File: src/hdl/lfpid_pkg.sv
// Package: shared types, constants and the line-position table.
`timescale 1ns / 1ps
package lfpid_pkg;

   localparam int SPEED_LIMIT_DEF = 250;
   localparam int SAMPLE_BITS_DEF = 10;
   localparam int NUM_SENSORS     = 5;
   localparam int CSR_IDX_W       = 3;
   localparam int QUEUE_DEPTH     = 2;

   localparam int ERR_W  = 14;
   localparam int DT_W   = 10;
   localparam int ACC_W  = 29;
   localparam int GAIN_W = 16;

   localparam logic [63:0] THR_RESET    = 64'd338803074408735;
   localparam logic [15:0] GAIN_P_RESET = 16'd51200;
   localparam logic [7:0]  BASE_RESET   = 8'd75;

   localparam int LOST_MS      = 1000;
   localparam int DT_MAX       = 1000;
   localparam int DT_DEFAULT   = 20;
   localparam int DEADBAND     = 40;
   localparam int IACC_MAX     = 204800000;
   localparam int SPIN_A_MS    = 200;
   localparam int SPIN_B_MS    = 1600;
   localparam int SPIN_A_BOOST = 30;
   localparam int SPIN_B_BOOST = 20;
   localparam int MS_PER_S     = 1000;
   localparam int D_SCALE      = 1000000;

   typedef enum logic [CSR_IDX_W-1:0] {
      REG_THRESHOLDS    = 3'd0,
      REG_LINE_IS_LIGHT = 3'd1,
      REG_GAIN_P        = 3'd2,
      REG_GAIN_I        = 3'd3,
      REG_GAIN_D        = 3'd4,
      REG_BASE_SPEED    = 3'd5,
      REG_SEARCH_ENABLE = 3'd6
   } lfpid_reg_type;

   typedef struct packed {
      logic                    halt;
      logic [NUM_SENSORS-1:0]  mask;
      logic signed [ERR_W-1:0] err;
      logic [31:0]             now;
   } lfpid_item_type;

   typedef struct packed {
      logic [GAIN_W-1:0] gain_p;
      logic [GAIN_W-1:0] gain_i;
      logic [GAIN_W-1:0] gain_d;
      logic [7:0]        base_speed;
      logic              search_enable;
   } lfpid_cfg_type;

   // Weighted mean of the on-line sensor weights in Q10, rounded.
   function automatic logic signed [ERR_W-1:0] err_of_mask(input logic [NUM_SENSORS-1:0] m);
      logic signed [ERR_W-1:0] e;
      case (m)
         5'd1:    e = -14'sd4096;
         5'd2:    e = -14'sd2048;
         5'd3:    e = -14'sd3072;
         5'd5:    e = -14'sd2048;
         5'd6:    e = -14'sd1024;
         5'd7:    e = -14'sd2048;
         5'd8:    e = 14'sd2048;
         5'd9:    e = -14'sd1024;
         5'd11:   e = -14'sd1365;
         5'd12:   e = 14'sd1024;
         5'd13:   e = -14'sd683;
         5'd15:   e = -14'sd1024;
         5'd16:   e = 14'sd4096;
         5'd18:   e = 14'sd1024;
         5'd19:   e = -14'sd683;
         5'd20:   e = 14'sd2048;
         5'd22:   e = 14'sd683;
         5'd23:   e = -14'sd512;
         5'd24:   e = 14'sd3072;
         5'd25:   e = 14'sd683;
         5'd26:   e = 14'sd1365;
         5'd28:   e = 14'sd2048;
         5'd29:   e = 14'sd512;
         5'd30:   e = 14'sd1024;
         default: e = 14'sd0;
      endcase
      return e;
   endfunction

endpackage

File: src/hdl/lfpid_fifo.sv
// Short queue between front and back ends.
`timescale 1ns / 1ps
module lfpid_fifo (
   input  logic                      clock,
   input  logic                      reset,
   input  lfpid_pkg::lfpid_item_type push_item,
   input  logic                      push_valid,
   output logic                      push_ready,
   output lfpid_pkg::lfpid_item_type pop_item,
   output logic                      pop_valid,
   input  logic                      pop
);
   localparam int DEPTH = lfpid_pkg::QUEUE_DEPTH;
   localparam int PTR_W = (DEPTH > 1) ? $clog2(DEPTH) : 1;
   localparam int CNT_W = $clog2(DEPTH + 1);

   lfpid_pkg::lfpid_item_type slot_ff [DEPTH];
   logic [PTR_W-1:0] wr_ptr_ff, wr_ptr_in, rd_ptr_ff, rd_ptr_in;
   logic [CNT_W-1:0] count_ff, count_in;
   logic             do_push, do_pop;

   assign push_ready = (count_ff != CNT_W'(DEPTH));
   assign pop_valid  = (count_ff != '0);
   assign pop_item   = slot_ff[rd_ptr_ff];
   assign do_push    = push_valid && push_ready;
   assign do_pop     = pop && pop_valid;

   always_comb begin
      wr_ptr_in = wr_ptr_ff;
      rd_ptr_in = rd_ptr_ff;
      count_in  = count_ff;
      if (do_push) begin
         wr_ptr_in = (wr_ptr_ff == PTR_W'(DEPTH - 1)) ? '0 : wr_ptr_ff + 1'b1;
      end
      if (do_pop) begin
         rd_ptr_in = (rd_ptr_ff == PTR_W'(DEPTH - 1)) ? '0 : rd_ptr_ff + 1'b1;
      end
      if (do_push && !do_pop) begin
         count_in = count_ff + 1'b1;
      end else if (do_pop && !do_push) begin
         count_in = count_ff - 1'b1;
      end
   end

   always_ff @(posedge clock) begin
      if (reset) begin
         wr_ptr_ff <= '0;
         rd_ptr_ff <= '0;
         count_ff  <= '0;
      end else begin
         wr_ptr_ff <= wr_ptr_in;
         rd_ptr_ff <= rd_ptr_in;
         count_ff  <= count_in;
      end
      if (do_push) begin
         slot_ff[wr_ptr_ff] <= push_item;
      end
   end
endmodule

File: config.mk
export PLATFORM = sky130hd
export DESIGN_NAME = lfpid_fifo
export DESIGN_NICKNAME = d
export VERILOG_FILES = /design/src/hdl/lfpid_pkg.sv /design/src/hdl/lfpid_fifo.sv
export SDC_FILE = /design/constraint.sdc
export NUM_CORES = 1
export LEC_CHECK = 0
export BUFFER_PORTS_ARGS = -buffer_cell sky130_fd_sc_hd__clkbuf_2
export CAP_MARGIN = 30
export CORE_UTILIZATION = 48
export DETAILED_ROUTE_END_ITERATION = 6
export GPL_TIMING_DRIVEN = 0
export PLACE_DENSITY = 0.71
export SYNTH_ARGS = -nofsm -noshare
export SYNTH_HDL_FRONTEND = slang
export SYNTH_SLANG_ARGS = --single-unit
File: constraint.sdc
create_clock -name clock -period 4.3 [get_ports clock]
set_input_delay 0.86 -clock clock [delete_from_list [all_inputs] [get_ports clock]]
set_output_delay 0.86 -clock clock [all_outputs]
set_load 0.05 [all_outputs]
==> run metrics, run 1 <==
layout cells sized above 1=between 50% and 60%; Final setup viols=0; worst-path fanout max=10; worst min-delay path class=reg -> reg; Syn Area/Cell=about 21 µm²; GRT overflow=0; Area Growth Syn to Fin=22.2%; Yosys top cell area share=slightly below 80%; top post-synthesis cells by area=edfxtp_1 (79%), mux2_2 (15%), dfxtp_1 (2.5%), buf_4 (0.76%), xor2_1 (0.66%); Setup crit end kind=primary output; synthesized instance count=roughly 190; fin crit share=60.9%; Clock Tree Root=clkbuf_8; largest net degree at the start of global routing=29; minimum clock period=between 2 and 3 ns; final-stage net count=between 300 and 400; Worst path slowest cell=mux2_2; Initial Util=roughly half; most frequent cells in the layout=clkbuf_2 (109), edfxtp_1 (104), mux2_2 (52), clkbuf_8 (9), dfxtp_1 (5); cell mode on critical path=buf_2; CP delay by family, top=buffers and inverters; DP HPWL=~4.4 mm; Post-Route Utilization=61.8%; Final Max Tran Viols=0; most common cell after layout, fill and taps aside=clkbuf_2; critical path startpoint category=flip-flop; maximum clock path buffer count=2; CTS Hold Bufs=0; post-route setup slack=1.68 ns; # Post-CTS Setup Buffers=0; cell leakage power=roughly 1.8 nW; mean routed wirelength per cell=around 15 µm; worst-skew pair later-pin latency=between 0.3 and 0.4 ns; Seq/Total Area, Yosys=between 80% and 90%; first-pass GRT wire length=between 9 and 10 mm; post-synthesis register bit count=~110; unrepaired setup endpoints after global routing=no; worst slew pin tran=between 0.6 and 0.7 ns; total core area=~0.008 mm²; synthesized area=slightly below 0.004 mm²; Max VDD drop=0.348 mV; WP buf/inv=3; Hold Slack=around 0.52 ns; Routed Antenna Nets=0; Die X=around 93 µm; TritonCTS Buffers=9; overall global routing resource usage=15.7%; clk sinks=109; Initial DRC Count=39; status=complete, no violations; GPL Wtd Cong=between 0.6 and 0.7; Non-Filler Instances=between 400 and 500; PortBufs=approximately 110; yosys warns=0; CP arrival=between 1.5 and 2 ns; Final Hold Viols=0; area leader, netlist=edfxtp_1; CTS tree=done; H-tree depth=3; die area=~0.0086 mm²; router iterations before antenna repair=4; Layout Skew=0.00919 ns; Die Height=between 90 and 100 µm; pwr/cell area=639 mW/mm²; max cap viols=0; Place WS=2.06 ns; Resized cells post-CTS=0; Largest stage delay, worst path=around 0.38 ns; Crit Path Category=reg -> out; Slew HR=a little under three fifths; total nets after synthesis=~240; Achievable Freq=approximately 380 MHz; initial antenna violation count=0; row count=32; number of global-route vias before repair=between 2000 and 2500; # DRC=0; via count=around 2000; Setup TNS=0 ns; crit-path cells=buf_2 -> buf_2 -> mux2_2 -> clkbuf_2; Yosys cell types=18; Worst Path Required=about 3.4 ns; Worst-path clk slew=around 0.090 ns; DP Cell Count=~400; Via-to-Cell Ratio=between 4 and 5; Ports=between 100 and 150; Inserted Diodes=0; final WL=6.40 mm
==> final timing paths <==
kind | startpoint | endpoint | slack [ns] | cells past startpoint
min reg2reg | rd_ptr_ff$_SDFFE_PP0P_ | flip-flop | 0.52 | 2
max | flip-flop | pop_item[39] | 1.68 | 4
min | rd_ptr_ff$_SDFFE_PP0P_ | flip-flop | 0.52 | 2
max reg2reg | count_ff[0]$_SDFFE_PP0P_ | slot_ff[1][17]$_DFFE_PP_ | 2.40 | 3
==> cell usage after synthesis, drive strengths merged <==
cell,count
xor2,3
dfxtp,5
nor2,3
or2,1
o21ai,2
ha,1
inv,1
nand3b,1
buf,6
or3,1
and3,1
a21bo,1
edfxtp,104
and2,1
nand2b,1
mux2,52
a21oi,2
==> tightest hold or removal path, stage by stage, from the launching register on <==
cell and delay (ns):
dfxtp_1 0.34, xor2_1 0.08, nor2_1 0.07
==> cells by family after synthesis <==
family	share of synthesized area (%)
flops	81.2
mux	14.7
simple gates	1.26
buf+inv	1.10
compound gates	0.756
xor+xnor	0.662
fa+ha+maj	0.315
==> area by class of cell <==
class                   instances  area [µm²]
plain buffers                   6        40.0
clock buffers                  10         128
clock inverters                 6        40.0
fillers                       645        2990
inverters                       1        3.75
multi-input cells              70         706
flip-flops and latches        109        3220
well taps                     102         128
repair buffers                111         586
==> where the power goes <==
| group | internal (W) | switching [W] |
|---|---|---|
| sequential | 0.00132 | 0.0000375 |
| clock | 0.000209 | 0.000321 |
| combinational | 0.000344 | 0.000867 |
| total | 0.00188 | 0.00123 |
==> flip-flops by register name, summed over array words and instances (netlist names), named ones only <==
register / cells
wr_ptr_ff: 1
count_ff: 2
slot_ff: 104
rd_ptr_ff: 1
==> layer usage <==
layer  track usage (%)  up-vias  part of all wire [%]
met5                 0        -                     0
met4              7.44        0                   1.8
met3              5.09       11                   6.4
met2              25.5       72                    50
met1              18.9      970                    42
li1                  -      968                     -
==> per-stage QoR <==
step,power [W],instance area [µm²]
2_1_floorplan,0.00234,3970
3_3_place_gp,0.00258,4640
3_5_place_dp,0.00261,4690
5_1_grt,0.00323,4850
6_report,0.00310,4850
4_1_cts,0.00314,4850
No activity file was read; power rests on OpenSTA's default activity.
==> run 2: changes to the inputs <==
CORE_UTILIZATION = 46   (was 48)
clock period = 2.4 ns   (was 4.3 ns; I/O delays follow)
==> run 2 against run 1 <==
Sequential share of layout area decreased by 0.068 points. Clock skew increased by 0.0074 ns. Utilization decreased by 3.3 points. Via count increased by 1.6%. Sequential power increased by 79%. Combinational power increased by 79%. Power increased by 79%. Sequential cell count unchanged. Critical endpoint is now pop_item[48].
==> run metrics, run 2 (synthesis gave the netlist of run 1 again) <==
status=complete, no violations; Place WS=0.518 ns (-1.54 ns); CTS tree=done; Crit Path Category=reg -> out; Hold Slack=0.309 ns (-0.216 ns); Layout Skew=0.0165 ns (+0.00736 ns); Die X=94.9 µm (+2.1%); largest reg by FF count=slot_ff; GRT overflow=0 (unchanged); post-route setup slack=0.186 ns (-1.50 ns); PortBufs=109 (unchanged); # fillers=672 (+4.2%); max cap viols=0 (unchanged); Routed Antenna Nets=0 (unchanged); CP Depth=4 (unchanged); Achievable Freq=around 450 MHz; RR Endpoint=slot_ff[1][46]$_DFFE_PP_; Initial DRC Count=36 (-7.7%); reg2reg setup slack=0.57 ns (-1.83 ns); Resized cells post-CTS=0 (unchanged); overall global routing resource usage=14.3% (-1.3 points); pwr/cell area=1140 mW/mm² (+79%); mean routed wirelength per cell=15.2 µm (-1.5%); area of the multi-input gates=706 µm² (unchanged); CTS Hold Bufs=0 (unchanged); worst min-delay path class=in -> reg; Setup crit end kind=primary output; via count=2054 (+1.6%); final-stage net count=365 (unchanged); cell leakage power=1.84 nW (about the same); cell area after placement=0.00469 mm² (+0.16%); Setup TNS=0 ns (unchanged); final WL=6.33 mm (-1.1%); Worst-path clk slew=0.10 ns (about the same); Clock Tree Root=clkbuf_8; Post-Layout Inst Area=0.00486 mm² (+0.10%); Area Growth Syn to Fin=22.3%; cell mode on critical path=buf_2; Die Height=94.9 µm (+2.1%); clk sinks=109 (unchanged); GPL Wtd Cong=0.659 (-0.77%); worst reg2reg path depth=3 (unchanged); Final setup viols=0 (unchanged); row count=33 (+3.1%); RR Startpoint=count_ff[0]$_SDFFE_PP0P_; max reg flops=104 (unchanged); Worst path slowest cell=mux2_2; first-pass GRT wire length=9.36 mm (-6.4%); fin crit share=roughly 90%; H-tree depth=3 (unchanged); # Post-CTS Setup Buffers=0 (unchanged); Final Hold Viols=0 (unchanged); number of global-route vias before repair=2037 (-2.3%); hold path depth=1 (-1); critical path startpoint category=flip-flop; worst-path fanout max=10 (unchanged); largest net degree at the start of global routing=40 (+38%); hold worst-path end=slot_ff[0][21]$_DFFE_PP_; TritonCTS Buffers=9 (unchanged); layout cells sized above 1=59.6% (-0.13 points); DP HPWL=4.34 mm (-0.64%); Largest stage delay, worst path=0.37 ns (about the same); Inserted Diodes=0 (unchanged); Via-to-Cell Ratio=4.93 (+1.1%); die area=0.00901 mm² (+4.3%); maximum clock path buffer count=2 (unchanged); DP Cell Count=402 (+0.75%); Initial Util=47.9% (-2.8 points); top flop regs=slot_ff (104), count_ff (2); # DRC=0 (unchanged); Final Max Tran Viols=0 (unchanged); WP buf/inv=3 (unchanged); Hold Startpoint=push_item[21]; most frequent cells in the layout=clkbuf_2 (109), edfxtp_1 (104), mux2_2 (52), clkbuf_8 (9), dfxtp_1 (5); Non-Filler Instances=417 (+0.48%); Worst Path Required=1.92 ns (-1.52 ns); initial antenna violation count=0 (unchanged); worst slew pin tran=0.604 ns (-0.0419 ns); CP arrival=1.73 ns (-0.03 ns); CP delay by family, top=buffers and inverters; router iterations before antenna repair=4 (unchanged); minimum clock period=roughly 2.2 ns; total core area=0.00830 mm² (+5.8%); Ports=110 (unchanged); Max VDD drop=0.700 mV (+100%); unrepaired setup endpoints after global routing=no; FF/Latch Area=0.00322 mm² (unchanged); worst-skew pair later-pin latency=0.35 ns (about the same); most common cell after layout, fill and taps aside=clkbuf_2; Slew HR=59.8% (+2.8 points); crit-path cells=buf_2 -> buf_2 -> mux2_2 -> clkbuf_2
-- run 2: changes by cell type in the layout (fill, tap and decap cells not counted), sizes merged --
cell	previous run	this run
clkinv	3	1
inv	1	2
clkbuf	119	120
clkinvlp	3	2
-- run 2: area by class of cell --
| class | instances | share of cell area (%) |
|---|---|---|
| Tap cell | 105 | 2.70 |
| Inverter | 1 | 0.155 |
| Sequential cell | 109 | 66.3 |
| Clock buffer | 11 | 2.70 |
| Buffer | 6 | 0.824 |
| Clock inverter | 4 | 0.695 |
| Multi-Input combinational cell | 70 | 14.5 |
| Timing Repair Buffer | 111 | 12.1 |
-- run 2: routing by layer --
| layer | track usage (%) | vias to the layer above | routed length (µm) |
|---|---|---|---|
| met4 | 6.06 | 0 | 81 |
| met5 | 0 | - | 0 |
| li1 | - | 967 | - |
| met1 | 15.2 | 1007 | 2450 |
| met2 | 26.1 | 71 | 3410 |
| met3 | 4.43 | 9 | 393 |
-- run 2: power by group --
| part | switching [W] | internal, W | leakage [nW] |
|---|---|---|---|
| clock | 0.000567 | 0.000383 | 0.0804 |
| combinational | 0.00155 | 0.000617 | 0.745 |
| sequential | 0.0000645 | 0.00237 | 1.01 |
| total | 0.00218 | 0.00337 | 1.84 |
-- run 2: per-stage QoR --
stage / util [%] / power [W]
3_5_place_dp: 56.6 / 0.00468
5_1_grt: 58.5 / 0.00579
6_report: 58.5 / 0.00556
3_3_place_gp: 56.1 / 0.00463
4_1_cts: 58.5 / 0.00564
2_1_floorplan: - / 0.00419
-- run 2: worst max-delay path by stage --
stage                             start                       end  slack [ns]
3_3_place_gp                 push_valid  slot_ff[0][26]$_DFFE_PP_        0.04
3_5_place_dp                  flip-flop              pop_item[48]        0.52
6_report                      flip-flop              pop_item[48]        0.19
4_1_cts                       flip-flop              pop_item[48]        0.14
5_1_grt                       flip-flop              pop_item[48]        0.09
2_1_floorplan  count_ff[0]$_SDFFE_PP0P_   slot_ff[0][0]$_DFFE_PP_        0.19
==> run 3: changes to the inputs <==
RECOVER_POWER = 100   (was unset)
==> run 3 against run 2 <==
Clock-buffer cell count stayed put. Die area did not move. Cell count unchanged. Critical path type unchanged. Largest cell class unchanged.
==> run metrics, run 3 (synthesis gave the netlist of run 1 again) <==
status=complete, no violations; cell leakage power=1.73 nW (-6.1%); Worst path slowest cell=mux2_2; Die Height=94.9 µm (unchanged); Routed Antenna Nets=0 (unchanged); Setup crit end kind=primary output; TritonCTS Buffers=9 (unchanged); Worst-path clk slew=0.10 ns (about the same); clk sinks=109 (unchanged); Seq pwr share=44.3% (+0.4 points); Inserted Diodes=0 (unchanged); GPL Wtd Cong=0.659 (unchanged); Achievable Freq=444 MHz (-1.7%); total core area=0.00830 mm² (unchanged); pwr/cell area=1150 mW/mm² (+0.82%); Initial Util=47.9% (unchanged); worst min-delay path class=in -> reg; mean routed wirelength per cell=15.3 µm (+0.85%); worst-skew pair later-pin latency=0.35 ns (about the same); row count=33 (unchanged); max reg flops=104 (unchanged); fin crit share=93.9% (+1.6 points); largest net degree at the start of global routing=40 (unchanged); cell mode on critical path=clkbuf_2; most common cell after layout, fill and taps aside=edfxtp_1; DP HPWL=4.34 mm (unchanged); critical path startpoint category=flip-flop; Area Growth Syn to Fin=20.4%; # Post-CTS Setup Buffers=0 (unchanged); Clk pwr share=17.3% (+0.2 points); Design Power=0.00551 W (-0.79%); Comb pwr share=38.5% (-0.6 points); cell area after placement=0.00469 mm² (unchanged); minimum clock period=2.25 ns (+0.0382 ns); CP arrival=1.77 ns (+0.04 ns); Switching Fraction=39.6% (+0.26 points); worst-path fanout max=10 (unchanged); Resized cells post-CTS=0 (unchanged); # DRC=0 (unchanged); CTS Hold Bufs=0 (unchanged); overall global routing resource usage=14.3% (unchanged); Crit Path Category=reg -> out; Largest stage delay, worst path=0.38 ns (about the same); # fillers=697 (+3.7%); Final Hold Viols=0 (unchanged); number of global-route vias before repair=2037 (unchanged); worst slew pin tran=0.637 ns (+0.0333 ns); most frequent cells in the layout=edfxtp_1 (104), clkbuf_2 (80), mux2_2 (52), clkbuf_1 (36), clkbuf_8 (9); Clock Tree Root=clkbuf_8; Final setup viols=0 (unchanged); largest reg by FF count=slot_ff; Net Sw Power=0.00218 W (-0.12%); initial antenna violation count=0 (unchanged); Max VDD drop=0.685 mV (-2.2%); die area=0.00901 mm² (unchanged); Final Max Tran Viols=0 (unchanged); Post-Route Utilization=57.6% (-0.93 points); area of the multi-input gates=706 µm² (unchanged); final-stage net count=365 (unchanged); internal power=0.00333 W (-1.2%); first-pass GRT wire length=9.36 mm (unchanged); Die X=94.9 µm (unchanged); max cap viols=0 (unchanged); GRT overflow=0 (unchanged); CTS tree=done; Post-Layout Inst Area=0.00478 mm² (-1.6%); Setup TNS=0 ns (unchanged); Ports=110 (unchanged); H-tree depth=3 (unchanged); Hold Slack=0.310 ns (+0.00118 ns); unrepaired setup endpoints after global routing=no; final WL=6.39 mm (+0.85%); Initial DRC Count=30 (-17%); crit-path cells=clkbuf_2 -> clkbuf_2 -> mux2_2 -> clkbuf_2; maximum clock path buffer count=2 (unchanged); Layout Skew=0.0158 ns (-0.000760 ns); Worst Path Required=1.92 ns (about the same); reg2reg setup slack=0.26 ns (-0.31 ns); PortBufs=109 (unchanged); Slew HR=57.3% (-2.5 points); FF/Latch Area=0.00322 mm² (unchanged); layout cells sized above 1=48.7% (-11 points); router iterations before antenna repair=4 (unchanged); via count=2046 (-0.39%); top flop regs=slot_ff (104), count_ff (2); Via-to-Cell Ratio=4.91 (-0.39%)
[run 3: cell types whose count changed in the layout (fill, tap and decap cells not counted)]
cell / change
clkinvlp_2: +1
and2_0: +1
clkinvlp_4: -1
clkbuf_1: +34
and2_1: -1
buf_2: -2
buf_12: -2
buf_4: -2
clkbuf_2: -29
clkbuf_4: +1
[run 3: final cells by class]
| cell class | instances | share of cell area, % |
|---|---|---|
| Sequential cell | 109 | 67.4 |
| Multi-Input combinational cell | 70 | 14.8 |
| Timing Repair Buffer | 111 | 10.8 |
| Clock buffer | 11 | 2.75 |
| Tap cell | 105 | 2.75 |
| Clock inverter | 4 | 0.707 |
| Buffer | 6 | 0.680 |
| Inverter | 1 | 0.105 |
[run 3: layer usage]
| layer | GRT usage [%] | vias up | part of all wire, % |
|---|---|---|---|
| li1 | - | 967 | - |
| met1 | 15.2 | 1003 | 40 |
| met2 | 26.1 | 67 | 53 |
| met3 | 4.43 | 9 | 5.8 |
| met4 | 6.06 | 0 | 1.3 |
| met5 | 0 | - | 0 |
[run 3: worst max-delay path: cells and delay by family, from the launching register on]
kind / cells / cell delay, ns
flip-flops: 1 / 0.32
multiplexers: 1 / 0.38
buffers and inverters: 3 / 0.72
[run 3: per-stage QoR]
| step | cells | setup WS (ns) |
|---|---|---|
| finish | 417 | 0.147 |
| global route | 417 | 0.0473 |
| CTS | 417 | 0.136 |
| detailed placement | 402 | 0.518 |
| global placement | 400 | 0.0352 |
| floorplan | 186 | 0.185 |
[run 3: path summary, 6_finish.rpt]
kind | cells past startpoint | startpoint | endpoint
hold reg to reg | 2 | count_ff[1]$_SDFFE_PP0P_ | count_ff[1]$_SDFFE_PP0P_
setup / recovery | 4 | flip-flop | pop_item[48]
setup reg to reg | 4 | count_ff[0]$_SDFFE_PP0P_ | slot_ff[0][13]$_DFFE_PP_
hold / removal | 1 | push_item[22] | slot_ff[1][22]$_DFFE_PP_
[run 3: power groups by stage]
stage / Combinational [W] / Clock (W) / Sequential (W)
floorplan: 0.00172 / 0 / 0.00247
global placement: 0.00215 / 0 / 0.00248
detailed placement: 0.00220 / 0 / 0.00248
CTS: 0.00221 / 0.000990 / 0.00244
global route: 0.00224 / 0.00104 / 0.00246
finish: 0.00212 / 0.000952 / 0.00244
