<file path="config.mk">
export PLATFORM = sky130hd
export DESIGN_NAME = lfpid_front_flat
export DESIGN_NICKNAME = d
export VERILOG_FILES = /design/src/hdl/lfpid_pkg.sv /design/src/hdl/lfpid_if.sv /design/src/hdl/lfpid_front.sv /design/src/flat_wrapper.sv
export SDC_FILE = /design/constraint.sdc
export NUM_CORES = 1
export LEC_CHECK = 0
export BUFFER_PORTS_ARGS = -buffer_cell sky130_fd_sc_hd__buf_2
export CORE_MARGIN = 2
export CORE_UTILIZATION = 46
export CTS_BUF_LIST = sky130_fd_sc_hd__clkbuf_4 sky130_fd_sc_hd__clkbuf_8
export DETAILED_ROUTE_END_ITERATION = 16
export GPL_TIMING_DRIVEN = 0
export PLACE_DENSITY = 0.84
export SYNTH_ARGS = -nofsm -noshare
export SYNTH_HDL_FRONTEND = slang
export SYNTH_SLANG_ARGS = --single-unit
export TNS_END_PERCENT = 20
</file>
<file path="constraint.sdc">
create_clock -name clock -period 4.74 [get_ports clock]
set_input_delay 0.948 -clock clock [delete_from_list [all_inputs] [get_ports clock]]
set_output_delay 0.948 -clock clock [all_outputs]
set_load 0.005 [all_outputs]
</file>
<file path="src/hdl/lfpid_pkg.sv">
// Package: shared types, constants and the line-position table.
`timescale 1ns / 1ps
package lfpid_pkg;

   localparam int SPEED_LIMIT_DEF = 250;
   localparam int SAMPLE_BITS_DEF = 10;
   localparam int NUM_SENSORS     = 5;
   localparam int CSR_IDX_W       = 3;
   localparam int QUEUE_DEPTH     = 2;

   localparam int ERR_W  = 14;
   localparam int DT_W   = 10;
   localparam int ACC_W  = 29;
   localparam int GAIN_W = 16;

   localparam logic [63:0] THR_RESET    = 64'd338803074408735;
   localparam logic [15:0] GAIN_P_RESET = 16'd51200;
   localparam logic [7:0]  BASE_RESET   = 8'd75;

   localparam int LOST_MS      = 1000;
   localparam int DT_MAX       = 1000;
   localparam int DT_DEFAULT   = 20;
   localparam int DEADBAND     = 40;
   localparam int IACC_MAX     = 204800000;
   localparam int SPIN_A_MS    = 200;
   localparam int SPIN_B_MS    = 1600;
   localparam int SPIN_A_BOOST = 30;
   localparam int SPIN_B_BOOST = 20;
   localparam int MS_PER_S     = 1000;
   localparam int D_SCALE      = 1000000;

   typedef enum logic [CSR_IDX_W-1:0] {
      REG_THRESHOLDS    = 3'd0,
      REG_LINE_IS_LIGHT = 3'd1,
      REG_GAIN_P        = 3'd2,
      REG_GAIN_I        = 3'd3,
      REG_GAIN_D        = 3'd4,
      REG_BASE_SPEED    = 3'd5,
      REG_SEARCH_ENABLE = 3'd6
   } lfpid_reg_type;

   typedef struct packed {
      logic                    halt;
      logic [NUM_SENSORS-1:0]  mask;
      logic signed [ERR_W-1:0] err;
      logic [31:0]             now;
   } lfpid_item_type;

   typedef struct packed {
      logic [GAIN_W-1:0] gain_p;
      logic [GAIN_W-1:0] gain_i;
      logic [GAIN_W-1:0] gain_d;
      logic [7:0]        base_speed;
      logic              search_enable;
   } lfpid_cfg_type;

   // Weighted mean of the on-line sensor weights in Q10, rounded.
   function automatic logic signed [ERR_W-1:0] err_of_mask(input logic [NUM_SENSORS-1:0] m);
      logic signed [ERR_W-1:0] e;
      case (m)
         5'd1:    e = -14'sd4096;
         5'd2:    e = -14'sd2048;
         5'd3:    e = -14'sd3072;
         5'd5:    e = -14'sd2048;
         5'd6:    e = -14'sd1024;
         5'd7:    e = -14'sd2048;
         5'd8:    e = 14'sd2048;
         5'd9:    e = -14'sd1024;
         5'd11:   e = -14'sd1365;
         5'd12:   e = 14'sd1024;
         5'd13:   e = -14'sd683;
         5'd15:   e = -14'sd1024;
         5'd16:   e = 14'sd4096;
         5'd18:   e = 14'sd1024;
         5'd19:   e = -14'sd683;
         5'd20:   e = 14'sd2048;
         5'd22:   e = 14'sd683;
         5'd23:   e = -14'sd512;
         5'd24:   e = 14'sd3072;
         5'd25:   e = 14'sd683;
         5'd26:   e = 14'sd1365;
         5'd28:   e = 14'sd2048;
         5'd29:   e = 14'sd512;
         5'd30:   e = 14'sd1024;
         default: e = 14'sd0;
      endcase
      return e;
   endfunction

endpackage

</file>
<file path="src/hdl/lfpid_if.sv">
// Interfaces: sensor frame, drive command and register write channels.
`timescale 1ns / 1ps
interface lfpid_req_if #(parameter int SAMPLE_BITS = lfpid_pkg::SAMPLE_BITS_DEF);
   logic                   valid;
   logic                   ready;
   logic [SAMPLE_BITS-1:0] sample_left;
   logic [SAMPLE_BITS-1:0] sample_mid_left;
   logic [SAMPLE_BITS-1:0] sample_middle;
   logic [SAMPLE_BITS-1:0] sample_mid_right;
   logic [SAMPLE_BITS-1:0] sample_right;
   logic [31:0]            now_ms;
   logic                   halt;
   modport source (output valid, sample_left, sample_mid_left, sample_middle,
                   sample_mid_right, sample_right, now_ms, halt, input ready);
   modport sink (input valid, sample_left, sample_mid_left, sample_middle,
                 sample_mid_right, sample_right, now_ms, halt, output ready);
endinterface


</file>
<file path="src/hdl/lfpid_front.sv">
// Front end: thresholds the samples, forms mask and error, one beat stage.
`timescale 1ns / 1ps
module lfpid_front #(
   parameter int SAMPLE_BITS = lfpid_pkg::SAMPLE_BITS_DEF,
   parameter int THR_W       = 5 * lfpid_pkg::SAMPLE_BITS_DEF
) (
   input  logic                      clock,
   input  logic                      reset,
   lfpid_req_if.sink                 req,
   input  logic [THR_W-1:0]          thresholds,
   input  logic                      line_is_light,
   output lfpid_pkg::lfpid_item_type item,
   output logic                      item_valid,
   input  logic                      item_ready
);
   localparam int NS = lfpid_pkg::NUM_SENSORS;

   logic [SAMPLE_BITS-1:0] smp [NS];
   logic [SAMPLE_BITS-1:0] thr [NS];
   logic [NS-1:0]          mask;
   logic                   stage_valid_ff, stage_valid_in;
   lfpid_pkg::lfpid_item_type stage_ff, stage_in;

   assign smp[0] = req.sample_left;
   assign smp[1] = req.sample_mid_left;
   assign smp[2] = req.sample_middle;
   assign smp[3] = req.sample_mid_right;
   assign smp[4] = req.sample_right;

   for (genvar i = 0; i < NS; i++) begin : g_sens
      for (genvar j = 0; j < SAMPLE_BITS; j++) begin : g_bit
         if (i * SAMPLE_BITS + j < THR_W) begin : g_in
            assign thr[i][j] = thresholds[i * SAMPLE_BITS + j];
         end else begin : g_out
            assign thr[i][j] = 1'b0;
         end
      end
      assign mask[i] = line_is_light ? (smp[i] >= thr[i]) : (smp[i] < thr[i]);
   end

   assign req.ready  = !stage_valid_ff || item_ready;
   assign item       = stage_ff;
   assign item_valid = stage_valid_ff;

   always_comb begin
      stage_valid_in = stage_valid_ff;
      stage_in       = stage_ff;
      if (stage_valid_ff && item_ready) begin
         stage_valid_in = 1'b0;
      end
      if (req.valid && req.ready) begin
         stage_valid_in = 1'b1;
         stage_in.halt  = req.halt;
         stage_in.mask  = mask;
         stage_in.err   = lfpid_pkg::err_of_mask(mask);
         stage_in.now   = req.now_ms;
      end
   end

   always_ff @(posedge clock) begin
      if (reset) begin
         stage_valid_ff <= 1'b0;
      end else begin
         stage_valid_ff <= stage_valid_in;
      end
      stage_ff <= stage_in;
   end
endmodule

</file>
<file path="src/flat_wrapper.sv">
// flat-port wrapper written by rule: the top's interface ports become plain ports
module lfpid_front_flat 
#(
   parameter int SAMPLE_BITS = lfpid_pkg::SAMPLE_BITS_DEF,
   parameter int THR_W       = 5 * lfpid_pkg::SAMPLE_BITS_DEF
)
  (clock, reset, thresholds, line_is_light, item, item_valid, item_ready, req_valid, req_sample_left, req_sample_mid_left, req_sample_middle, req_sample_mid_right, req_sample_right, req_now_ms, req_halt, req_ready);
  lfpid_req_if #(.SAMPLE_BITS(SAMPLE_BITS)) req_i ();
  input  logic clock;
  input  logic reset;
  input  logic [THR_W-1:0] thresholds;
  input  logic line_is_light;
  output lfpid_pkg::lfpid_item_type item;
  output logic item_valid;
  input  logic item_ready;
  input wire logic [$bits(req_i.valid)-1:0] req_valid;
  input wire logic [$bits(req_i.sample_left)-1:0] req_sample_left;
  input wire logic [$bits(req_i.sample_mid_left)-1:0] req_sample_mid_left;
  input wire logic [$bits(req_i.sample_middle)-1:0] req_sample_middle;
  input wire logic [$bits(req_i.sample_mid_right)-1:0] req_sample_mid_right;
  input wire logic [$bits(req_i.sample_right)-1:0] req_sample_right;
  input wire logic [$bits(req_i.now_ms)-1:0] req_now_ms;
  input wire logic [$bits(req_i.halt)-1:0] req_halt;
  output wire logic [$bits(req_i.ready)-1:0] req_ready;
  assign req_i.valid = req_valid;
  assign req_i.sample_left = req_sample_left;
  assign req_i.sample_mid_left = req_sample_mid_left;
  assign req_i.sample_middle = req_sample_middle;
  assign req_i.sample_mid_right = req_sample_mid_right;
  assign req_i.sample_right = req_sample_right;
  assign req_i.now_ms = req_now_ms;
  assign req_i.halt = req_halt;
  assign req_ready = req_i.ready;
  lfpid_front #(.SAMPLE_BITS(SAMPLE_BITS), .THR_W(THR_W)) u_core (.clock(clock), .reset(reset), .req(req_i), .thresholds(thresholds), .line_is_light(line_is_light), .item(item), .item_valid(item_valid), .item_ready(item_ready));
endmodule
</file>
==> results.md, run 1 <==
- The run finished with clean final reports.
- The maximum vdd drop is 0.0001314 V.
- STA classifies the critical path startpoint as an input port.
- Net switching is 26.13% of the power.
- The share of total power dissipated in combinational logic is 29.5%.
- The violation count after the first detailed-route iteration is 81.
- The routed design has 7375 um of wire.
- Dividing total power by cell area gives a power density of 244.9 nW/um^2.
- The worst min-delay path endpoint is u_core.item_valid$_SDFFE_PP0P_.
- The most numerous cell type found on the critical path is sky130_fd_sc_hd__ha_1.
- The number of hold buffers added after CTS was 0.
- The H-tree generated during clock tree synthesis spans 2 levels.
- In the final design database the tool counted 704 nets.
- The CTS tree is yes.
- The transition at the pin with the smallest max-transition slack is 0.6227 ns.
- The clock tree root buffer cell is sky130_fd_sc_hd__clkbuf_8.
- Timing would allow up to 257.3 MHz.
- The slack of the critical path is 0.8531 ns.
- The sequential area share after synthesis is 42.70%.
- In the global route stage, overall resource usage came out at 18.46%.
- The clock slew seen by the registers of the worst setup and hold paths is 0.08 ns.
- The number of stages on the worst hold path is 2.
- Per report_power, the clock group accounts for 24.6% of the total.
- In the final layout, the share of cells above drive strength 1 is 43.42%.
- In this run the worst hold path is classified as flip-flop to flip-flop.
- The flip-flop and latch count after synthesis is 47.
- Between clock sinks in the finished design, the worst skew comes to 0.004776 ns.
- The internal portion of the total power is 811.8 uW.
- The I/O pin count is 192.
- The destination of the worst register-to-register timing path is u_core.item[23]$_DFFE_PP_.
- The die width is 88.47 um.
- The static power due to leakage is 0.002351 uW.
- The number of max-slew violations in the final report is 0.
- The number of placed cells counting well taps is 597.
- The number of cells on the worst reg-to-reg path is 3.
- The critical hold path startpoint is u_core.item_valid$_SDFFE_PP0P_.
- The required time at the endpoint of the critical path is 4.75 ns.
- The count of distinct cell types in the synthesized netlist is 49.
- The largest stage delay on the critical path is 0.62 ns.
- The filler-free cell count of the finished design is 605.
- The via count of the first global-routing pass is 2,903.
- The analysis attributes to net switching a power of 287.2 uW.
- The synthesized area per cell is 10.62 sq um.
- The critical path capture point type is a flip-flop.
- The number of sinks driven by the clock tree is 47.
- Once placement finished, the instance area stood at 4379 sq um.
- Max-cap violations in this run came to 0.
- The core region is 6832 sq um.
- The prevailing post-synth register cell is sky130_fd_sc_hd__edfxtp_1.
- The sequential share of power is 45.9%.
- The portion of synthesized area spent on multiplexers is 2.631%.
- For this block, the via count after detailed routing is 2,950.
- The startpoint identified for the worst register-to-register timing path is u_core.item_valid$_SDFFE_PP0P_.
- By area, the combinational part of the netlist is dominated by adder cells.
- The floorplan has 30 rows.
- The xor/xnor cell area share of the yosys netlist is 0.2669%.
- The worst register-to-register path has a setup slack of 3.34 ns.
- The post-synthesis net count is 505.
- The critical path goes through buf_2 -> ha_1 -> a21oi_1 -> o21ai_1 -> a2111oi_0 -> mux2i_1 -> inv_1 -> ha_1 -> mux2_4 -> a21oi_2 -> o22ai_1.
- The maximum root-to-sink buffer count is 2.
- The path type of the worst setup path is input port to flip-flop.
- The final count of hold timing violations came to 0.
- For this configuration, the core starts out at a cell density of 48.04%.
- The number of synthesized flops with an enable pin is 46.
- The final hold slack is 0.5226 ns.
- The worst max-slew margin expressed relative to the limit is 57.30%.
- In this run the remaining antenna-violating nets after routing total 0.
- Using the TritonRoute via totals, the vias-per-cell ratio works out to 4.876.
- At the end of routability-driven placement, the weighted congestion stood at 0.8575.
- The setup fix buffers added after clock tree synthesis is 0.
- The TritonCTS buffer count is 5.
- The shortest clock period the worst path allows after layout is 3.887 ns.
- Setup repair after global routing left no endpoint under its margin.
- The synthesized netlist devotes 8.730% of its cell area to simple gates.
- The number of antenna repair diodes is 0.
- The fraction of the mapped netlist area in adder cells is 22.11%.
- The layout overhead on the synthesized area is 36.71%.
- The synthesized instance count is 309.
- The die outline area is 7826 sq um.
- The async set or reset register ratio after synthesis is 0%.
- The fraction of the mapped netlist area in compound gates is 13.72%.
- The cell type of the slowest stage on the worst timing path is sky130_fd_sc_hd__mux2i_1.
- The total negative setup slack is 0 ns.
- Entering global routing, the biggest net connects 30 pins.
- After legalization and detailed placement, the total HPWL measured 6542 um.
- Of the available clock period, the critical path in the final layout requires 82.00%.
- The total of cells resized after clock tree synthesis is 0.
- At the later pin of the worst-skew pair, clock insertion delay measures 0.28 ns.
- The Yosys step of the flow raised 0 warnings.
- The finished cells cover 4487 sq um.
- The detailed-router iteration count before antenna repair is 4.
- The number of failing setup endpoints in the final timing report is 0.
- After detailed routing, the number of remaining DRC violations is 0.
- The initial antenna violation count is 0.
- In the final routed layout, each cell accounts on average for 12.19 um.
- The first global-routing pass estimated 11,670 um of wire.
- Summing every instance area after synthesis gives 3282 sq um.
- OpenSTA, run right after detailed placement, puts the worst setup slack at 0.5758 ns.
- Fill cells in the final layout number 587.
- STA puts the critical path data arrival time at 3.90 ns.
- The floorplan step set the die height to 88.47 um.
- Buffers placed on the I/O ports in this run total 191.
- Global routing finished with a remaining overflow of 0.
- In this run the worst path has a maximum fanout of 7.
-- worst max-delay path, delay by kind of cell --
| kind | cells | cell delay (ns) |
|---|---|---|
| buffers and inverters | 2 | 0.40 |
| adders and majority gates | 2 | 0.65 |
| AOI/OAI and AO/OA | 5 | 1.00 |
| muxes | 2 | 0.90 |
-- how the worst max path moves through the flow --
stage                       start                        end  slack (ns)  depth (start not counted)
5_1_grt             thresholds[3]  u_core.item[32]$_DFFE_PP_        0.67                         12
2_1_floorplan       thresholds[3]  u_core.item[32]$_DFFE_PP_        1.14                         11
6_report       req_sample_left[3]  u_core.item[32]$_DFFE_PP_        0.85                         11
3_5_place_dp   req_sample_left[3]  u_core.item[32]$_DFFE_PP_        0.58                         11
3_3_place_gp   req_sample_left[5]  u_core.item[32]$_DFFE_PP_        0.64                         11
4_1_cts        req_sample_left[3]  u_core.item[32]$_DFFE_PP_        0.88                         11
-- cells in the mapped netlist (2+ instances only) --
library cell               instances  area [sq um]
sky130_fd_sc_hd__a211oi_1          7         52.55
sky130_fd_sc_hd__a21oi_1          20         100.1
sky130_fd_sc_hd__a311oi_1          2         17.52
sky130_fd_sc_hd__a31oi_1           2         12.51
sky130_fd_sc_hd__a41oi_1           2         17.52
sky130_fd_sc_hd__buf_4             8         60.06
sky130_fd_sc_hd__edfxtp_1         46          1381
sky130_fd_sc_hd__ha_1             58         725.7
sky130_fd_sc_hd__inv_1            66         247.7
sky130_fd_sc_hd__mux2i_1           6         60.06
sky130_fd_sc_hd__nand2_1          15         56.30
sky130_fd_sc_hd__nand2b_1          6         37.54
sky130_fd_sc_hd__nand3_1           3         15.01
sky130_fd_sc_hd__nand4_1          10         62.56
sky130_fd_sc_hd__nor2_1            6         22.52
sky130_fd_sc_hd__nor2b_1           3         18.77
sky130_fd_sc_hd__o21ai_0           6         30.03
sky130_fd_sc_hd__o21ai_1           7         35.03
sky130_fd_sc_hd__o31ai_1           3         22.52
sky130_fd_sc_hd__o32ai_1           2         17.52
sky130_fd_sc_hd__or3_1             3         18.77
-- power by group through the flow --
stage | logic [uW] | clock network [uW] | registers [uW]
5_1_grt | 369 | 288 | 508
3_3_place_gp | 308 | 0 | 515
2_1_floorplan | 181 | 0 | 520
4_1_cts | 327 | 277 | 505
3_5_place_dp | 326 | 0 | 514
6_report | 324 | 270 | 504
-- metrics by stage --
step	total power (uW)	util [%]
2_1_floorplan	701.5	-
3_3_place_gp	823.0	63.79
3_5_place_dp	840.3	64.10
4_1_cts	1109	65.68
5_1_grt	1165	65.68
6_report	1099	65.68
-- cell families (layout without fill, tap and decap cells) --
kind of cell	count (synthesis)	after routing
flops	47	47
simple gates	53	53
fa+ha+maj	58	58
mux	8	8
xor+xnor	1	1
buf+inv	76	276
compound gates	66	66
-- layer usage --
| layer | global-route usage (%) | share of wire [%] |
|---|---|---|
| met3 | 3.451 | 8.9 |
| met1 | 18.59 | 36 |
| met5 | 0 | 0 |
| met2 | 36.91 | 54 |
| met4 | 7.025 | 1.5 |
-- cell usage in the layout (no fill, tap or decap), drive strengths merged, types with 6 or more instances in the layout --
cell	count
edfxtp	46
nor2	6
ha	58
o21ai	13
nand4	10
mux2i	6
a21oi	21
buf	201
nand2	15
nand2b	7
inv	67
a211oi	8
-- area by class of cell --
cell class	count	area (sq um)	area share, %
multi-input cells	186	1559	34.75
flip-flops and latches	47	1401	31.23
repair buffers	192	975.9	21.75
inverters	67	251.5	5.605
well taps	96	120.1	2.677
plain buffers	9	71.32	1.590
clock buffers	5	68.82	1.534
clock inverters	3	38.79	0.8645
-- state kept, by name (all words and copies together) (netlist names) --
| signal | cells |
|---|---|
| u_core.item | 46 |
| u_core.item_valid | 1 |
Power figures use the tool's default switching activity.
==> run 2, diff against run 1 <==
--- a/config.mk
+++ b/config.mk
@@ -5,13 +5,14 @@
 export SDC_FILE = /design/constraint.sdc
 export NUM_CORES = 1
 export LEC_CHECK = 0
+export ABC_AREA = 1
 export BUFFER_PORTS_ARGS = -buffer_cell sky130_fd_sc_hd__buf_2
 export CORE_MARGIN = 2
-export CORE_UTILIZATION = 46
+export CORE_UTILIZATION = 42
 export CTS_BUF_LIST = sky130_fd_sc_hd__clkbuf_4 sky130_fd_sc_hd__clkbuf_8
 export DETAILED_ROUTE_END_ITERATION = 16
 export GPL_TIMING_DRIVEN = 0
-export PLACE_DENSITY = 0.84
+export PLACE_DENSITY = 0.8
 export SYNTH_ARGS = -nofsm -noshare
 export SYNTH_HDL_FRONTEND = slang
 export SYNTH_SLANG_ARGS = --single-unit
==> constraint.sdc (replaced) <==
create_clock -name clock -period 3.4 [get_ports clock]
set_input_delay 0.68 -clock clock [delete_from_list [all_inputs] [get_ports clock]]
set_output_delay 0.68 -clock clock [all_outputs]
set_load 0.005 [all_outputs]
==> run 2 against run 1 <==
Against the previous run:
- die area increased by 13%
- via count increased by 5.9%
- sequential share of layout area decreased by 0.98 points
- clock power increased by 49%
- largest power group unchanged
==> results.md, run 2 <==
- The cell type with the highest aggregate area in the netlist is sky130_fd_sc_hd__edfxtp_1.
- The net switching power was 434.9 uW (+51%).
- The violation count after the first detailed-route iteration is 63 (-22%).
- The largest stage delay on the critical path is 0.34 ns (-0.28 ns).
- The detailed-router iteration count before antenna repair is 4 (unchanged).
- The logic gate share of total power was 29.1% (-0.4 points).
- By area the synthesized netlist is led by sky130_fd_sc_hd__edfxtp_1 41%, sky130_fd_sc_hd__ha_1 21%, sky130_fd_sc_hd__nand2_1 11%.
- Setup repair after global routing left no endpoint under its margin.
- The kind of start point of the critical path is an input port.
- The number of failing setup endpoints in the final timing report is 0 (unchanged).
- The H-tree depth is 2 (unchanged).
- The critical path capture point type is a flip-flop.
- The number of warning messages in the yosys log is 0 (unchanged).
- The startpoint of the worst-slack reg-to-reg timing path is u_core.item_valid$_SDFFE_PP0P_.
- The number of antenna repair diodes is 0 (unchanged).
- The area of the multi-input gates came to 1619 sq um (+3.9%).
- Derived from the worst setup path, the maximum achievable clock frequency is 379.9 MHz.
- The sequential share of power is 45.2% (-0.7 points).
- The power per cell area is 336.9 nW/um^2 (+38%).
- The placer's final routability congestion estimate came to 0.8812 (+2.8%).
- The instance area at placement is 4517 sq um (+3.1%).
- Traced cell by cell, the critical path runs through buf_2 -> ha_1 -> a21o_1 -> nor2_1 -> nand3_1 -> o21ai_2 -> inv_1 -> ha_1 -> nand3_1 -> nand2_1 -> nand2_2 -> nand2_1 -> nand2_1 -> nand2_1.
- TritonCTS built the clock tree.
- The total negative setup slack was 0 ns (unchanged).
- The placed wire-length estimate is 6856 um (+4.8%).
- The global-route usage over all layers is 17.06% (-1.4 points).
- The sequential area share after synthesis is 41.22% (-1.5 points).
- The share of the clock period used by the worst path after layout is 77.42%.
- The starting utilization of the core area is 43.77% (-4.3 points).
- The TritonCTS buffer count is 5 (unchanged).
- The register area was 1401 sq um (unchanged).
- The initial antenna violation count was 0 (unchanged).
- The die width is 93.97 um (+6.2%).
- The internal power component is 1126 uW (+39%).
- The synthesized instance count was 384 (+24%).
- The clock slew seen by the registers of the worst setup and hold paths was 0.08 ns (about the same).
- The final count of hold timing violations is 0 (unchanged).
- The static power due to leakage is 0.002633 uW (+12%).
- The most critical setup path has its startpoint at req_sample_left[9].
- The top cell types in the final layout, fill and taps aside, are 191 x sky130_fd_sc_hd__buf_2, 99 x sky130_fd_sc_hd__nand2_1, 81 x sky130_fd_sc_hd__inv_1.
- The buffers plus inverters on the worst setup path came to 2 (unchanged).
- The remaining global-route overflow is 0 (unchanged).
- The total length of routed wires is 7646 um (+3.7%).
- The minimum setup slack after placement is 0.4357 ns (-0.1401 ns).
- The vertical die dimension is 93.97 um (+6.2%).
- The worst min-delay path category is input port to flip-flop.
- The post-synth design cell area is 3400 sq um (+3.6%).
- The transition at the pin with the smallest max-transition slack is 0.7714 ns (+0.1487 ns).
- The total of fill cells in the finished design is 689 (+17%).
- The post-detailed-route DRC marker count is 0 (unchanged).
- The fraction of post-synthesis cell area in the top cell type by area is 40.63% (-1.5 points).
- The number of sinks driven by the clock tree was 47 (unchanged).
- The switching part of the total power is 27.87% (+1.7 points).
- The total number of placement rows is 32 (+6.7%).
- The count of distinct cell types in the synthesized netlist came to 31 (-37%).
- The cell area after layout came to 4632 sq um (+3.2%).
- Sorting the synthesized cells by how often they occur yields 99 x sky130_fd_sc_hd__nand2_1, 81 x sky130_fd_sc_hd__inv_1, 58 x sky130_fd_sc_hd__ha_1.
- The count of nets left with antenna violations after detail routing is 0 (unchanged).
- The number of port buffers was 190 (-0.52%).
- The kind of cell adding the most delay to the critical path is simple AND/OR/NAND/NOR gates.
- The via count of the first global-routing pass is 2,997 (+3.2%).
- The required time at the endpoint of the critical path is 3.45 ns (-1.30 ns).
- The async set or reset register ratio after synthesis is 0% (unchanged).
- In this design, the critical path's most frequently occurring cell is sky130_fd_sc_hd__nand2_1.
- The synthesized area per cell is 8.853 sq um (-17%).
- The pin count of the biggest net entering global routing is 25 (-17%).
- The flip-flop and latch count after synthesis is 47 (unchanged).
- The cell type of the slowest stage on the worst timing path is sky130_fd_sc_hd__o21ai_2.
- The number of max-slew violations in the final report is 0 (unchanged).
- The clock network fraction of total power is 25.7% (+1.1 points).
- The maximum root-to-sink buffer count is 2 (unchanged).
- The via count is 3,124 (+5.9%).
- In the post-synthesis netlist, the cell with the most instances is sky130_fd_sc_hd__nand2_1.
- The most used flip-flop cell after synthesis is sky130_fd_sc_hd__edfxtp_1.
- The largest driver fanout on the critical path is 8 (+1).
- The number of synthesized flops with an enable pin came to 46 (unchanged).
- The number of violations of the max-capacitance limit was 0 (unchanged).
- The worst hold path begins at reset.
- The post-detailed-route via-to-cell ratio is 4.561 (-6.5%).
- The arrival time of the worst setup path is 2.68 ns (-1.22 ns).
- Relative to the synthesized area, the layout overhead comes to 36.25%.
- The setup skew after layout is 0.006115 ns (+0.001339 ns).
- The proportion of layout cells with a drive suffix above 1 was 39.45% (-4.0 points).
- The slack of the critical path was 0.7679 ns (-0.08522 ns).
- The I/O pin count was 192 (unchanged).
- The area of the placeable core is 7767 sq um (+14%).
- The flip-flop count of the largest register after layout is 46 (unchanged).
- The average wire per cell in the routed design was 11.16 um (-8.4%).
- The final layout net count was 778 (+11%).
- The worst setup path is of the input port to flip-flop kind.
- The run finished with clean final reports.
- The setup fix buffers added after clock tree synthesis is 0 (unchanged).
- The routed design could run at a clock period as short as 2.632 ns.
- The post-synthesis net count is 580 (+15%).
- The clock insertion delay at the later pin of the skew report is 0.29 ns (about the same).
- The worst max-slew margin expressed relative to the limit is 48.46% (-8.8 points).
- The count of hold-fix buffers inserted at cts came to 0 (unchanged).
- The die outline area was 8829 sq um (+13%).
- The maximum vdd drop is 0.0001918 V (+46%).
- The clock tree root buffer cell is sky130_fd_sc_hd__clkbuf_8.
- The library cell used most frequently in the layout, excluding fill and tap cells, is sky130_fd_sc_hd__buf_2.
- The first-pass GRT wire length is 12,230 um (+4.8%).
- The total of cells resized after clock tree synthesis was 0 (unchanged).
==> run 2: cell types whose count changed after synthesis, sizes merged, moves of 6 or more <==
cell    change
nand2      +88
nand3      +23
inv        +16
nor2       +14
a211oi      -8
nand2b      -7
a21oi       -6
mux2i       -6
nand4       -6
==> run 2: cell type report <==
class / instances / share of cell area (%)
multi-input combinational: 245 / 34.95
sequential: 47 / 30.25
timing repair buffer: 191 / 21.12
inverter: 83 / 6.780
tap: 102 / 2.755
buffer: 9 / 1.648
clock buffer: 5 / 1.486
clock inverter: 3 / 0.9995
==> run 2: final timing paths <==
check / endpoint / slack [ns] / cells after the start
max reg2reg: u_core.item[40]$_DFFE_PP_ / 1.86 / 2
max: u_core.item[32]$_DFFE_PP_ / 0.77 / 14
min: u_core.item_valid$_SDFFE_PP0P_ / 0.54 / 2
min reg2reg: u_core.item_valid$_SDFFE_PP0P_ / 0.57 / 2
==> run 2: power by group through the flow <==
stage          logic (uW)  registers [uW]  clock network, uW
6_report              454             706                401
5_1_grt               524             710                434
4_1_cts               462             706                411
3_5_place_dp          460             720                  0
3_3_place_gp          434             719                  0
2_1_floorplan         260             725                  0
==> run 2: routing by layer <==
| metal | GRT usage, % | wire (um) | up-vias |
|---|---|---|---|
| met5 | 0 | 0 | - |
| met4 | 5.072 | 91 | 0 |
| li1 | - | - | 1629 |
| met3 | 2.809 | 634 | 9 |
| met2 | 34.64 | 4147 | 135 |
| met1 | 17.46 | 2773 | 1351 |
==> run 2: through the flow <==
step                hold WS [ns]  utilization (%)  cells  total power (uW)
global route              0.5279            59.63    685              1668
detailed placement        0.5369            58.15    677              1179
floorplan                 0.5196                -    384             985.1
CTS                       0.5273            59.63    685              1579
finish                    0.5368            59.63    685              1561
global placement          0.4885            57.70    676              1152
==> run 2: kinds of logic after synthesis <==
| family | Yosys count | synth area share, % |
|---|---|---|
| AOI/OAI and AO/OA | 30 | 5.300 |
| adders and majority gates | 58 | 21.35 |
| buffers and inverters | 92 | 11.48 |
| DFF | 47 | 41.22 |
| and+or+nand+nor | 157 | 20.65 |
==> run 2: worst register-to-register path: cells and delay by family, from the launching register on <==
family | cells | cell delay (ns)
compound gates | 1 | 0.64
flops | 1 | 0.35
buf+inv | 1 | 0.25
